### src/arithmetic_encoder_static_model_assert.svh
// assertion macros for the encoder engine module
`ifndef ARITHMETIC_ENCODER_STATIC_MODEL_ASSERT_SVH
`define ARITHMETIC_ENCODER_STATIC_MODEL_ASSERT_SVH

// same-cycle implication, disabled during reset
`define AESM_ASSERT_IMP(lbl, clk, rst_n, ante, cons, msg) \
	lbl: assert property (@(posedge clk) disable iff (!rst_n) (ante) |-> (cons)) \
		else $error(msg);

// next-cycle implication, disabled during reset
`define AESM_ASSERT_NXT(lbl, clk, rst_n, ante, cons, msg) \
	lbl: assert property (@(posedge clk) disable iff (!rst_n) (ante) |=> (cons)) \
		else $error(msg);

`endif

### src/aesm_div.sv
module aesm_div #(
	parameter int TW = 16
) (
	input  logic                clk,
	input  logic                arst_n,
	input  logic                start,
	input  logic [33+TW-1:0]    dividend,
	input  logic [TW-1:0]       divisor,
	output logic                done,
	output logic [32:0]         quotient
);
	localparam int N  = 33 + TW;
	localparam int CW = $clog2(N + 1);

	logic [TW-1:0] rem_q;
	logic [N-1:0]  quo_q;
	logic [TW-1:0] den_q;
	logic [CW-1:0] cnt_q;
	logic          busy_q;
	logic          done_q;
	logic [TW:0]   trial;
	logic [TW:0]   diff;
	logic          ge;

	// one restoring step per cycle
	always_comb begin
		trial = {rem_q, quo_q[N-1]};
		diff  = trial - {1'b0, den_q};
		ge    = trial >= {1'b0, den_q};
	end

	assign done     = done_q;
	assign quotient = quo_q[32:0];

	always_ff @(posedge clk or negedge arst_n) begin
		if (!arst_n) begin
			busy_q <= 1'b0;
			done_q <= 1'b0;
			cnt_q  <= '0;
			rem_q  <= '0;
			quo_q  <= '0;
			den_q  <= '0;
		end else begin
			done_q <= 1'b0;
			if (start) begin
				busy_q <= 1'b1;
				cnt_q  <= CW'(N);
				rem_q  <= '0;
				quo_q  <= dividend;
				den_q  <= divisor;
			end else if (busy_q) begin
				rem_q <= ge ? diff[TW-1:0] : trial[TW-1:0];
				quo_q <= {quo_q[N-2:0], ge};
				cnt_q <= cnt_q - CW'(1);
				if (cnt_q == CW'(1)) begin
					busy_q <= 1'b0;
					done_q <= 1'b1;
				end
			end
		end
	end

endmodule

### config.mk
export PLATFORM = sky130hd
export DESIGN_NAME = aesm_div
export DESIGN_NICKNAME = d
export VERILOG_FILES = /design/src/arithmetic_encoder_static_model_assert.svh /design/src/aesm_div.sv
export SDC_FILE = /design/constraint.sdc
export NUM_CORES = 1
export LEC_CHECK = 0
export ABC_AREA = 0
export BUFFER_PORTS_ARGS = -buffer_cell sky130_fd_sc_hd__buf_2
export CELL_PAD_IN_SITES_DETAIL_PLACEMENT = 1
export CELL_PAD_IN_SITES_GLOBAL_PLACEMENT = 1
export CORE_MARGIN = 5
export CORE_UTILIZATION = 34
export CTS_CLUSTER_SIZE = 14
export DETAILED_ROUTE_END_ITERATION = 6
export GPL_ROUTABILITY_DRIVEN = 0
export PLACE_DENSITY_LB_ADDON = 0.3
export SLEW_MARGIN = 0
export SYNTH_ARGS = -nofsm -noshare
export SYNTH_HDL_FRONTEND = slang
export SYNTH_SLANG_ARGS = --single-unit
### constraint.sdc
create_clock -name clk -period 3.3 [get_ports clk]
set_clock_uncertainty 0.1 [all_clocks]
set_input_delay 0.165 -clock clk [delete_from_list [all_inputs] [get_ports clk]]
set_output_delay 0.165 -clock clk [all_outputs]
set_load 0.02 [all_outputs]
==> run summary <==
* global-route wire length before repair: 24,100 um
* crit path kind: register to register
* mean post-synth cell area: 9.33 um2
* standard cell core area: 14,600 um2
* remaining global-route overflow: 0
* RSZ-0062 raised after global routing: no
* flip-flop and latch count after synthesis: 89
* Primary FF master, synth: sky130_fd_sc_hd__dfrtp_1
* setup fix buffers added after clock tree synthesis: 0
* sequential share of the synthesized area: 0.435
* pwr dens: 445 nW/um2
* TritonCTS clock tree: done
* commonest non-fill, non-tap cells in the layout: 99 x sky130_fd_sc_hd__buf_2, 89 x sky130_fd_sc_hd__nand2_1, 88 x sky130_fd_sc_hd__dfrtp_1, 77 x sky130_fd_sc_hd__o21ai_0, 66 x sky130_fd_sc_hd__dlygate4sd3_1
* iteration count of the initial detailed-routing pass: 4
* termination of the worst setup path: rem_q[1]$_DFFE_PN0P_
* clock latency at the later pin of the worst-skew pair: 350 ps
* Initial Utilization: 0.350
* worst path arrival time: 2870 ps
* input/output buffers: 101
* Total Routing Usage GR: 0.165
* number of nets in the finished design: 756
* CTS Root Buffer Type: sky130_fd_sc_hd__clkbuf_16
* first-iteration detailed-routing DRC count: 170
* most common cell after layout, fill and taps aside: sky130_fd_sc_hd__buf_2
* Tightest Hold Check Type: primary input to register
* Maximum Capacitance Violations: 0
* die area: 17,600 um2
* number of clock sinks: 89
* H-tree lvl count: 3
* die outline height: 133 um
* sort of element at the end of the critical path: register
* async set or reset register ratio after synthesis: 1.00
* Post-Route Setup TNS: 0 ps
* initial antenna violation count: 0
* max-slew violation count: 0
* relative max-transition margin: 0.550
* number of warnings reported in the yosys synthesis log: 0
* CP max FO: 14
* endpoint of the lowest-slack register-to-register path: rem_q[1]$_DFFE_PN0P_
* final setup fails: 0
* required time at the endpoint of the critical path: 3450 ps
* total DRC errors in the routed layout: 0
* status: finished, final reports clean
* Fin. Hold Viols: 0
* ports placed on the boundary: 102
* synth-to-layout area growth: 27.6%
* layout cell share with drive strength beyond 1: 0.197
* worst reg-to-reg path cell count: 7
* post-synthesis instance area: 5120 um2
* synthesized netlist net count: 636
* max frequency: 368 MHz
* startpoint of the worst register-to-register path: rem_q[9]$_DFFE_PN0P_
* largest net degree at the start of global routing: 96
* Avg WL per Cell: 16.2 um
* Peak supply drop: 0.231 mV
* share of the clock period used by the worst path after layout: 0.823
* Worst Setup SP: rem_q[9]$_DFFE_PN0P_
* routed via count divided by cell count: 5.09
* deepest clock path buffer count: 2
* gate count after technology mapping: 549
* post-layout minimum cycle time: 2720 ps
* detailed placer's ending HPWL: 9280 um
* number of antenna cells inserted: 0
* worst slew pin tran: 674 ps
* Routed WL: 13,900 um
* worst reg-to-reg setup slack: 580 ps
* number of distinct library cells after synthesis: 55
* Via Count: 4,371
* number of flops mapped to enable cells by yosys: 0
* number of global-route vias before repair: 4,743
* Worst Hold Slack: 199 ps
* Leakage Power: 3.36 nW
* Rows: 44
* Horiz. Die Dim: 133 um
* total CTS buffers: 9
* Setup crit start kind: register
* clock transition at the register clock pins on the worst setup and hold paths after CTS: 70 ps
* antenna viol nets, final: 0
==> sequential cells by signal, summed over array words and instances (netlist names) <==
signal	cells
done	1
den_q	16
rem_q	16
cnt_q	6
busy_q	1
quo_q	49
==> worst min-delay path by stage <==
stage                     startpoint                     to  slack [ps]  cells past startpoint
after CTS                      start   cnt_q[2]$_DFFE_PN0P_         190                      2
after floorplan               arst_n       busy_q$_DFF_PN0_        -230                      0
after detailed placement      arst_n  quo_q[15]$_DFFE_PN0P_          50                      1
after global placement        arst_n  quo_q[16]$_DFFE_PN0P_          50                      1
after global routing           start   cnt_q[2]$_DFFE_PN0P_         250                      2
final                          start   cnt_q[2]$_DFFE_PN0P_         200                      2
==> layer usage <==
layer / global-route usage / vias up / wire length, um
met3: 0.0383 / 20 / 584
li1: - / 2134 / -
met5: 0 / - / 0
met4: 0.0589 / 0 / 277
met2: 0.271 / 90 / 6680
met1: 0.212 / 2127 / 6330
==> power breakdown <==
group	internal, mW	switching, mW	total, mW
clock	0.687	0.443	1.13
combinational	0.235	0.313	0.548
sequential	1.18	0.0577	1.23
==> through the flow <==
stage	power [mW]	setup slack, ps	cells	utilization	area, um2
detailed placement	1.74	600	776	0.379	5550
global route	3.07	369	858	0.447	6540
global placement	1.72	703	776	0.379	5550
floorplan	1.60	973	549	-	5120
finish	2.91	584	858	0.447	6540
CTS	2.95	573	858	0.447	6540
==> synth_stat cells, drive strengths merged (2+ instances only) <==
cell     instances  area share
or3b             2      0.0034
dfrtp           89        0.43
a211oi           8       0.012
xor2             5      0.0085
buf             43       0.059
o31ai            2      0.0029
nand2b           3      0.0037
a311oi          10       0.018
ha              18       0.044
nor2            27       0.021
nor3             5      0.0049
xnor2            6       0.010
mux2i           50       0.098
o211ai           2      0.0029
a21o             4      0.0059
a21oi           19       0.019
o2111ai          3      0.0085
a41oi            3      0.0051
nand3            8      0.0078
and3             6      0.0073
o311ai           2      0.0034
nand4            4      0.0061
nand2           89       0.065
inv             23       0.017
a31oi            2      0.0054
clkbuf          19       0.014
or3              2      0.0024
o21ai           77       0.075
mux2             2      0.0044
==> area by class of cell <==
class,instances,area (um2)
Sequential cell,89,2230
Tap cell,184,230
Multi-Input combinational cell,375,2440
Timing Repair Buffer,171,1230
Inverter,23,86.3
Clock inverter,6,90.1
Clock buffer,10,239
Fill cell,1659,8100
==> kinds of logic after synthesis <==
kind of cell / share of synthesized area
and+or+nand+nor: 0.129
AOI/OAI and AO/OA: 0.178
DFF: 0.435
buffers and inverters: 0.0896
muxes: 0.102
adders and majority gates: 0.0479
xor gates and xnor gates: 0.0188
==> worst max-delay path, cell delays in order, from the launching register on <==
cell                       delay, ps
sky130_fd_sc_hd__dfrtp_1         400
sky130_fd_sc_hd__ha_1            420
sky130_fd_sc_hd__a21oi_1         300
sky130_fd_sc_hd__o211ai_1        160
sky130_fd_sc_hd__a21boi_2        310
sky130_fd_sc_hd__a31o_4          340
sky130_fd_sc_hd__mux2_2          370
sky130_fd_sc_hd__a211oi_1        230
==> timing repair <==
action,in CTS,in global routing
resized for setup,0,0
hold buffers,66,0
endpoints found under the hold margin,97,0
No activity file was read; power rests on OpenSTA's default activity.
